$ cat src/rcdc_pkg.sv
`default_nettype none
// ----------------------------------------------------------------------------
// rcdc_pkg
// Shared types, constants and the cumulative month table of the calendar
// day-count codec.
// ----------------------------------------------------------------------------
package rcdc_pkg;

    localparam int BASE_YEAR_DEFAULT = 1988;

    // Reciprocal constants for division by 100 (12-bit operands) and by 365
    // (operands up to 32768, one correction step afterwards).
    localparam logic [12:0] DIV100_MUL   = 13'd5243;
    localparam int          DIV100_SHIFT = 19;
    localparam logic [15:0] DIV365_MUL   = 16'd45965;
    localparam int          DIV365_SHIFT = 24;

    localparam logic [8:0] DAYS_PER_YEAR = 9'd365;

    typedef enum logic {
        OP_ENCODE = 1'b0,
        OP_DECODE = 1'b1
    } op_t;

    typedef struct packed {
        op_t         operation;
        logic [11:0] year;
        logic [3:0]  month;
        logic [4:0]  day;
        logic [4:0]  hour;
        logic [5:0]  minute;
        logic [5:0]  second;
        logic [31:0] packed_in;
    } in_t;

    typedef struct packed {
        logic [31:0] packed_out;
        logic [11:0] year_out;
        logic [3:0]  month_out;
        logic [4:0]  day_out;
        logic [4:0]  hour_out;
        logic [5:0]  minute_out;
        logic [5:0]  second_out;
    } out_t;

    // After the first stage: encode prep and the raw day/365 estimate.
    typedef struct packed {
        op_t         op;
        logic [11:0] ye;
        logic [14:0] part_days;
        logic [15:0] dcount;
        logic [6:0]  qa;
        logic [16:0] hms;
    } split_t;

    // After the second stage: the year to count leap days for.
    typedef struct packed {
        op_t         op;
        logic [11:0] y0;
        logic [14:0] part_days;
        logic [8:0]  rem;
        logic [16:0] hms;
    } year_t;

    // Leap days since the base year at y0, y0 - 1 and y0 - 2.
    typedef struct packed {
        op_t         op;
        logic [11:0] y0;
        logic [14:0] part_days;
        logic [8:0]  rem;
        logic [16:0] hms;
        logic [15:0] l0;
        logic [15:0] l1;
        logic [15:0] l2;
    } leap_t;

    typedef struct packed {
        op_t         op;
        logic [31:0] word;
        logic [11:0] year;
        logic [9:0]  doy;
        logic        leap;
        logic [16:0] hms;
    } doy_t;

    // Days before the first of a month; months outside 1..12 give zero.
    function automatic logic [8:0] days_before(input logic leap, input logic [3:0] month);
        logic [8:0] d;
        case (month)
            4'd2:    d = 9'd31;
            4'd3:    d = 9'd59;
            4'd4:    d = 9'd90;
            4'd5:    d = 9'd120;
            4'd6:    d = 9'd151;
            4'd7:    d = 9'd181;
            4'd8:    d = 9'd212;
            4'd9:    d = 9'd243;
            4'd10:   d = 9'd273;
            4'd11:   d = 9'd304;
            4'd12:   d = 9'd334;
            default: d = 9'd0;
        endcase
        if (leap && month >= 4'd3 && month <= 4'd12)
        begin
            d = d + 9'd1;
        end
        return d;
    endfunction

endpackage
`default_nettype wire

$ cat src/rcdc_year_split.sv
`default_nettype none
// ----------------------------------------------------------------------------
// rcdc_year_split
// Stages one and two: clamp the month and build the partial day count for
// encode; split the day number into whole years and a remainder for decode.
// ----------------------------------------------------------------------------
module rcdc_year_split #(
    parameter int BASE_YEAR = rcdc_pkg::BASE_YEAR_DEFAULT
) (
    input  wire logic          clk,
    input  wire logic [1:0]    ld,
    input  wire rcdc_pkg::in_t req,
    output rcdc_pkg::year_t    yr
);

    rcdc_pkg::split_t s1_next;
    rcdc_pkg::split_t s1_reg;
    rcdc_pkg::year_t  s2_next;
    rcdc_pkg::year_t  s2_reg;

    logic [3:0]  month_c;
    logic [31:0] prod;
    logic [15:0] qmul;
    logic signed [16:0] r;
    logic [6:0]  q;

    always_comb
    begin
        month_c = req.month;
        if (req.month == 4'd0)
        begin
            month_c = 4'd1;
        end
        else if (req.month > 4'd12)
        begin
            month_c = 4'd12;
        end

        s1_next.op = req.operation;
        // January and February count leap days through the previous year
        if (month_c < 4'd3)
        begin
            s1_next.ye = (req.year == 12'd0) ? 12'd0 : req.year - 12'd1;
        end
        else
        begin
            s1_next.ye = req.year;
        end
        s1_next.part_days = 15'(({3'b000, req.year} - 15'(BASE_YEAR)) * 15'd365)
                          + {6'b0, rcdc_pkg::days_before(1'b0, month_c)}
                          + {10'b0, req.day} - 15'd1;
        s1_next.dcount = {1'b0, req.packed_in[31:17]} + 16'd1;
        prod = {16'b0, s1_next.dcount} * {16'b0, rcdc_pkg::DIV365_MUL};
        s1_next.qa = prod[rcdc_pkg::DIV365_SHIFT+6:rcdc_pkg::DIV365_SHIFT];
        if (req.operation == rcdc_pkg::OP_DECODE)
        begin
            s1_next.hms = req.packed_in[16:0];
        end
        else
        begin
            s1_next.hms = {req.hour, req.minute, req.second};
        end
    end

    always_ff @(posedge clk)
    begin
        if (ld[0])
        begin
            s1_reg <= s1_next;
        end
    end

    // The reciprocal estimate is exact or one too high; correct once.
    always_comb
    begin
        qmul = 16'(s1_reg.qa) * 16'(rcdc_pkg::DAYS_PER_YEAR);
        r = signed'({1'b0, s1_reg.dcount}) - signed'({1'b0, qmul});
        q = s1_reg.qa;
        s2_next.rem = r[8:0];
        if (r[16])
        begin
            q = s1_reg.qa - 7'd1;
            s2_next.rem = r[8:0] + rcdc_pkg::DAYS_PER_YEAR;
        end
        s2_next.op = s1_reg.op;
        s2_next.part_days = s1_reg.part_days;
        s2_next.hms = s1_reg.hms;
        if (s1_reg.op == rcdc_pkg::OP_DECODE)
        begin
            s2_next.y0 = {5'b0, q} + 12'(BASE_YEAR);
        end
        else
        begin
            s2_next.y0 = s1_reg.ye;
        end
    end

    always_ff @(posedge clk)
    begin
        if (ld[1])
        begin
            s2_reg <= s2_next;
        end
    end

    assign yr = s2_reg;

endmodule
`default_nettype wire

$ cat src/rcdc_leap_count.sv
`default_nettype none
// ----------------------------------------------------------------------------
// rcdc_leap_count
// Stages three and four: leap days since the base year, then the final
// encode word or the decoded year, day of year and leap flag.
// ----------------------------------------------------------------------------
module rcdc_leap_count #(
    parameter int BASE_YEAR = rcdc_pkg::BASE_YEAR_DEFAULT
) (
    input  wire logic            clk,
    input  wire logic [1:0]      ld,
    input  wire rcdc_pkg::year_t yr,
    output rcdc_pkg::doy_t       dy
);

    localparam int BASE_PREV = BASE_YEAR - 1;
    localparam int LT_BASE   = BASE_PREV / 4 - BASE_PREV / 100 + BASE_PREV / 400;

    rcdc_pkg::leap_t s3_next;
    rcdc_pkg::leap_t s3_reg;
    rcdc_pkg::doy_t  s4_next;
    rcdc_pkg::doy_t  s4_reg;

    logic [14:0] days;
    logic [15:0] rem_w;

    // y/4 - y/100 + y/400, offset by the count through the year before base
    function automatic logic [15:0] leaps_since(input logic [11:0] y);
        logic [9:0]  q4;
        logic [24:0] p100;
        logic [22:0] p400;
        q4   = y[11:2];
        p100 = {13'b0, y} * {12'b0, rcdc_pkg::DIV100_MUL};
        p400 = {13'b0, q4} * {10'b0, rcdc_pkg::DIV100_MUL};
        return 16'(q4) - 16'(p100[24:rcdc_pkg::DIV100_SHIFT])
             + 16'(p400[22:rcdc_pkg::DIV100_SHIFT]) - 16'(LT_BASE);
    endfunction

    always_comb
    begin
        s3_next.op = yr.op;
        s3_next.y0 = yr.y0;
        s3_next.part_days = yr.part_days;
        s3_next.rem = yr.rem;
        s3_next.hms = yr.hms;
        s3_next.l0 = leaps_since(yr.y0);
        s3_next.l1 = leaps_since(yr.y0 - 12'd1);
        s3_next.l2 = leaps_since(yr.y0 - 12'd2);
    end

    always_ff @(posedge clk)
    begin
        if (ld[0])
        begin
            s3_reg <= s3_next;
        end
    end

    always_comb
    begin
        days = s3_reg.part_days + s3_reg.l0[14:0];
        rem_w = {7'b0, s3_reg.rem};
        s4_next.op = s3_reg.op;
        s4_next.hms = s3_reg.hms;
        s4_next.word = {days, s3_reg.hms};
        // Remainder inside this year's leap slack: step back one year
        if (rem_w > s3_reg.l1)
        begin
            s4_next.year = s3_reg.y0;
            s4_next.doy = 10'(rem_w - s3_reg.l1);
            s4_next.leap = (s3_reg.l0 != s3_reg.l1);
        end
        else
        begin
            s4_next.year = s3_reg.y0 - 12'd1;
            s4_next.doy = 10'(rem_w + 16'(rcdc_pkg::DAYS_PER_YEAR) - s3_reg.l2);
            s4_next.leap = (s3_reg.l1 != s3_reg.l2);
        end
    end

    always_ff @(posedge clk)
    begin
        if (ld[1])
        begin
            s4_reg <= s4_next;
        end
    end

    assign dy = s4_reg;

endmodule
`default_nettype wire

$ cat src/rcdc_month_find.sv
`default_nettype none
// ----------------------------------------------------------------------------
// rcdc_month_find
// Stage five: find the month from the day of year and form the result.
// ----------------------------------------------------------------------------
module rcdc_month_find (
    input  wire logic           clk,
    input  wire logic           ld,
    input  wire rcdc_pkg::doy_t dy,
    output rcdc_pkg::out_t      rsp
);

    rcdc_pkg::out_t out_next;
    rcdc_pkg::out_t out_reg;

    logic [3:0] m;

    always_comb
    begin
        // December takes whatever is left after November
        m = 4'd12;
        for (int k = 11; k >= 1; k--)
        begin
            if (dy.doy <= {1'b0, rcdc_pkg::days_before(dy.leap, 4'(k + 1))})
            begin
                m = 4'(k);
            end
        end

        out_next = '0;
        if (dy.op == rcdc_pkg::OP_DECODE)
        begin
            out_next.year_out = dy.year;
            out_next.month_out = m;
            out_next.day_out = 5'(dy.doy - {1'b0, rcdc_pkg::days_before(dy.leap, m)});
            out_next.hour_out = dy.hms[16:12];
            out_next.minute_out = dy.hms[11:6];
            out_next.second_out = dy.hms[5:0];
        end
        else
        begin
            out_next.packed_out = dy.word;
        end
    end

    always_ff @(posedge clk)
    begin
        if (ld)
        begin
            out_reg <= out_next;
        end
    end

    assign rsp = out_reg;

endmodule
`default_nettype wire

$ cat src/rtc_calendar_day_count_codec.sv
`default_nettype none
// ----------------------------------------------------------------------------
// rtc_calendar_day_count_codec
// Converts a Gregorian date and time to a packed clock word and back.
// ----------------------------------------------------------------------------
// Requests enter on req_valid/req_ready with a req struct; operation selects
// encode (date fields to word) or decode (packed_in to date fields).
// Results leave on rsp_valid/rsp_ready with a rsp struct, one per request,
// in request order. Fields not produced by the operation read as zero.
// A new request is taken every cycle unless the pipeline is full behind a
// stalled receiver. The five register stages are: month clamp and the
// day/365 estimate, the remainder correction, three leap-day counts, the
// year and day-of-year pick, and the month search into the output register.
// Each stage holds a valid bit; a stage loads whenever it is empty or the
// stage after it moves, so bubbles close up while the receiver stalls.
// With rsp_ready low the result holds, and up to four more requests are
// still taken before req_ready drops.
// Reset clears all valid bits; no clearing pass is needed, and a request
// can be taken as soon as reset is released.
// ----------------------------------------------------------------------------
module rtc_calendar_day_count_codec #(
    parameter int BASE_YEAR = rcdc_pkg::BASE_YEAR_DEFAULT
) (
    input  wire logic          clk,
    input  wire logic          rst_n,
    input  wire logic          req_valid,
    output logic               req_ready,
    input  wire rcdc_pkg::in_t req,
    output logic               rsp_valid,
    input  wire logic          rsp_ready,
    output rcdc_pkg::out_t     rsp
);

    localparam int STAGES = 5;

    logic [STAGES-1:0] v_reg;
    logic [STAGES-1:0] v_next;
    logic [STAGES-1:0] en;
    logic              in_acc;
    logic              out_acc;

    rcdc_pkg::year_t yr;
    rcdc_pkg::doy_t  dy;

    always_comb
    begin
        en[STAGES-1] = !v_reg[STAGES-1] || rsp_ready;
        for (int i = STAGES - 2; i >= 0; i--)
        begin
            en[i] = !v_reg[i] || en[i+1];
        end
        v_next = {v_reg[STAGES-2:0], req_valid};
    end

    always_ff @(posedge clk or negedge rst_n)
    begin
        if (!rst_n)
        begin
            v_reg <= '0;
        end
        else
        begin
            for (int i = 0; i < STAGES; i++)
            begin
                if (en[i])
                begin
                    v_reg[i] <= v_next[i];
                end
            end
        end
    end

    assign req_ready = en[0];
    assign rsp_valid = v_reg[STAGES-1];
    assign in_acc    = req_valid && req_ready;
    assign out_acc   = rsp_valid && rsp_ready;

    rcdc_year_split #(
        .BASE_YEAR(BASE_YEAR)
    ) u_year_split (
        .clk(clk),
        .ld (en[1:0]),
        .req(req),
        .yr (yr)
    );

    rcdc_leap_count #(
        .BASE_YEAR(BASE_YEAR)
    ) u_leap_count (
        .clk(clk),
        .ld (en[3:2]),
        .yr (yr),
        .dy (dy)
    );

    rcdc_month_find u_month_find (
        .clk(clk),
        .ld (en[4]),
        .dy (dy),
        .rsp(rsp)
    );

    // A full pipeline with a stalled receiver must not take a transaction
    a_full_blocks: assert property (@(posedge clk) disable iff (!rst_n)
        (&v_reg && !rsp_ready) |-> !req_ready)
        else $error("request taken while pipeline full and stalled");

    // Items in flight change only by transactions on the two channels
    a_count_kept: assert property (@(posedge clk) disable iff (!rst_n)
        $past(rst_n) |-> ($countones(v_reg) == $past($countones(v_reg))
                          + int'($past(in_acc)) - int'($past(out_acc))))
        else $error("item lost or repeated in pipeline");

    // Decode results carry a month 1..12 and a nonzero year, encode none
    a_result_kind: assert property (@(posedge clk) disable iff (!rst_n)
        rsp_valid |-> (rsp.month_out <= 4'd12
                       && ((rsp.month_out == 4'd0) == (rsp.year_out == 12'd0))))
        else $error("decoded month or year out of range");

    // A decode result never carries a packed word
    a_decode_word: assert property (@(posedge clk) disable iff (!rst_n)
        (rsp_valid && rsp.month_out != 4'd0) |-> (rsp.packed_out == 32'd0))
        else $error("decode result with nonzero packed word");

endmodule
`default_nettype wire
$ cat config.mk
export PLATFORM = sky130hd
export DESIGN_NAME = rtc_calendar_day_count_codec
export DESIGN_NICKNAME = d
export VERILOG_FILES = /design/src/rcdc_pkg.sv /design/src/rcdc_year_split.sv /design/src/rcdc_leap_count.sv /design/src/rcdc_month_find.sv /design/src/rtc_calendar_day_count_codec.sv
export SDC_FILE = /design/constraint.sdc
export NUM_CORES = 2
export LEC_CHECK = 0
export BUFFER_PORTS_ARGS = -buffer_cell sky130_fd_sc_hd__buf_2
export CAP_MARGIN = 5
export CORE_MARGIN = 3
export CORE_UTILIZATION = 55
export DETAILED_ROUTE_END_ITERATION = 12
export GPL_ROUTABILITY_DRIVEN = 0
export GPL_TIMING_DRIVEN = 1
export PLACE_DENSITY = 0.79
export SYNTH_ARGS = -nofsm -noshare
export SYNTH_HDL_FRONTEND = slang
export SYNTH_SLANG_ARGS = --single-unit
export TNS_END_PERCENT = 20
$ cat constraint.sdc
create_clock -name clk -period 29.5 [get_ports clk]
set_clock_uncertainty 0.2 [all_clocks]
set_input_delay 2.95 -clock clk [delete_from_list [all_inputs] [get_ports clk]]
set_output_delay 2.95 -clock clk [all_outputs]
set_load 0.005 [all_outputs]
==> flow_summary.yaml <==
critical_path:
  cpPeakStageDelay_ns: 0.64
  r2r_end: "u_leap_count.s3_reg[13]"
  crit_slowest_cell: "edfxtp_1"
  required_ns: 29.56
  crit_fanout: 13
  crit-reg2reg-launch: "u_year_split.yr[42]"
  reg2reg_depth: 40
  path_common_cell: "inv_1"
  crit_arrival_ns: 10.63
  crit_buf_inv: 11
  startpoint_type: "flop"
  critPathKind: "reg -> reg"
  cp_top_family: "adder cells"
  end_kind: "flop"
  reg2reg_slack_ns: 18.93
route:
  drc: 0
  via_per_inst: 5.43
  drt-total-wl_um: 75900
  vias: 24200
  drtIter0Drc: 1519
  wire_per_inst_um: 17.0
  drtPass1Iterations: 5
  ant_nets: 0
clock_tree:
  cts_tree: "built"
  cts_buffers: 37
  insertion_delay_ns: 0.54
  clkSinkCount: 355
  h-tree-depth: 2
  holdBufCountCts: 0
  clockBufferDepth: 3
  postCtsSetupBuffers: 0
  path_clk_slew_ns: 0.07
  cts_resized: 0
  cts_root_buf: "clkbuf_16"
timing:
  tightest_slew_ns: 1.03
  period_share_pct: 35.8
  slew_headroom_pct: 30.7
  max_clock_freq_mhz: 94.6
  hold_viol: 0
  slew_viol_final: 0
  setup_tns_ns: 0
  fin_crit_ns: 10.57
  setup_viol: 0
  rsz0062_at_grt: "no"
global_route:
  grt_max_degree: 78
  track_usage_pct: 22.0
  grt_pass1_vias: 25400
  overflow: 0
  antenna_found_initial: 0
  grt_pass1_wl_um: 127000
hold_path:
  min_path_cells: 0
  hold-path-endpoint: "u_leap_count.s3_reg[78]"
  min_from: "u_year_split.yr[30]"
  hold_class: "reg -> reg"
yosys:
  ys_seq_area_share_pct: 28.7
  synth_top_area_cell: "edfxtp_1"
  async_reset_ff_share_pct: 1.41
  ys_seq_elements: 355
  syn_nets: 4471
  avgSynthCellArea_sq_um: 10.9
  synth.distinct_cells: 96
  netlist_area_sq_um: 37000
  yosysWarnings: 0
  synth_cells: 3401
  yosysTopAreaCellShare_pct: 28.4
  synth.area.top_cells: "edfxtp_1 (28%), ha_1 (22%), fa_1 (18%)"
  dominantRegCellSynth: "edfxtp_1"
  synth_edf_count: 350
finish:
  drive_above_1_share_pct: 8.88
  largest_reg_flops: 93
  fill_cells: 5179
  regArea_sq_um: 10600
  nNetsFinal: 4636
  antenna_cells: 0
  multi_input_comb_area_sq_um: 23400
  area_delta_synth_final_pct: 8.23
  fin_util_pct: 60.5
placed_design:
  port_buffers: 146
  dp_hpwl_um: 62000
floorplan:
  ios: 147
  start_util_pct: 55.9
  core_area_sq_um: 66200
  dieWidth_um: 265
  num_rows: 94
  dieArea_sq_um: 70500
  fp.dieH_um: 265
run:
  cap_violations: 0
status:
  outcome: "completed"
-- cells in the mapped netlist (18+ instances only) --
master and n:
nor2b_1 57, a21oi_1 139, nor2_1 98, fa_1 340, nand3_1 46, and2_1 39
inv_1 753, xor2_1 80, o21ai_0 78, xnor2_1 173, nor3_1 32, edfxtp_1 350
o21bai_1 18, clkbuf_1 37, nand4_1 25, mux2_2 28, a21o_1 56, nand2_1 100
mux2i_1 20, nand2b_1 28, ha_1 655
-- worst reg2reg max path, delay by kind of cell (launching register included) --
| family | cells | cell delay (ns) |
|---|---|---|
| adder cells (fa/ha/maj) | 12 | 4.47 |
| AO/OA/AOI/OAI | 11 | 1.88 |
| buffers and inverters | 11 | 1.43 |
| XOR/XNOR | 4 | 1.35 |
| flip-flops | 1 | 0.64 |
| AND/OR/NAND/NOR | 2 | 0.33 |
-- cell type report --
cell class / count / share of cell area, %
clock inverters: 22 / 0.574
multi-input cells: 2241 / 58.4
inverters: 758 / 7.10
repair buffers: 173 / 2.33
well taps: 864 / 2.70
clock buffers: 44 / 2.40
flip-flops and latches: 355 / 26.5
-- layer usage --
layer	GRT usage, %	wire length, um	vias to the layer above
met2	39.0	38000	596
met3	2.26	3260	150
met4	6.14	2120	0
met5	0	0	-
met1	28.9	32500	11800
li1	-	-	11600
-- cell usage in the layout (no fill, tap or decap), drive strengths merged, types with 83 or more instances in the layout --
master  synthesis  final
fa            340    340
nand2         101    101
nor2           99     99
xnor2         177    177
inv           755    759
a21oi         143    143
edfxtp        350    350
o21ai          83     83
buf            10    173
ha            655    655
-- logic make-up after synthesis --
group	share of synthesized area (%)
adders and majority gates	40.5
buffers and inverters	8.22
and+or+nand+nor	7.33
AOI/OAI and AO/OA	7.60
DFF	28.7
xor gates and xnor gates	6.19
muxes	1.43
-- per-stage QoR --
step	hold WS, ns	instances	cell area, sq um	worst slack (ns)
floorplan	0.200	3401	37000	19.86
global placement	0.200	4391	38900	19.27
detailed placement	0.205	4391	38900	18.97
CTS	0.212	4457	40100	18.93
global route	0.214	4457	40100	17.93
finish	0.211	4457	40100	18.93
-- worst max path at each step --
stage | to | start | slack [ns] | cells after the start
2_1_floorplan | u_year_split.s1_reg[22] | req[17] | 19.86 | 22
3_3_place_gp | u_leap_count.s3_reg[11] | u_year_split.yr[42] | 19.27 | 40
3_5_place_dp | u_leap_count.s3_reg[13] | u_year_split.yr[42] | 18.97 | 40
4_1_cts | u_leap_count.s3_reg[13] | u_year_split.yr[42] | 18.93 | 40
5_1_grt | u_leap_count.s3_reg[13] | u_year_split.yr[42] | 17.93 | 40
6_report | u_leap_count.s3_reg[13] | u_year_split.yr[42] | 18.93 | 40
Power is left out: the tool's default activity adds up to more than one toggle a clock period on the data nets, which glitch-free logic cannot reach.
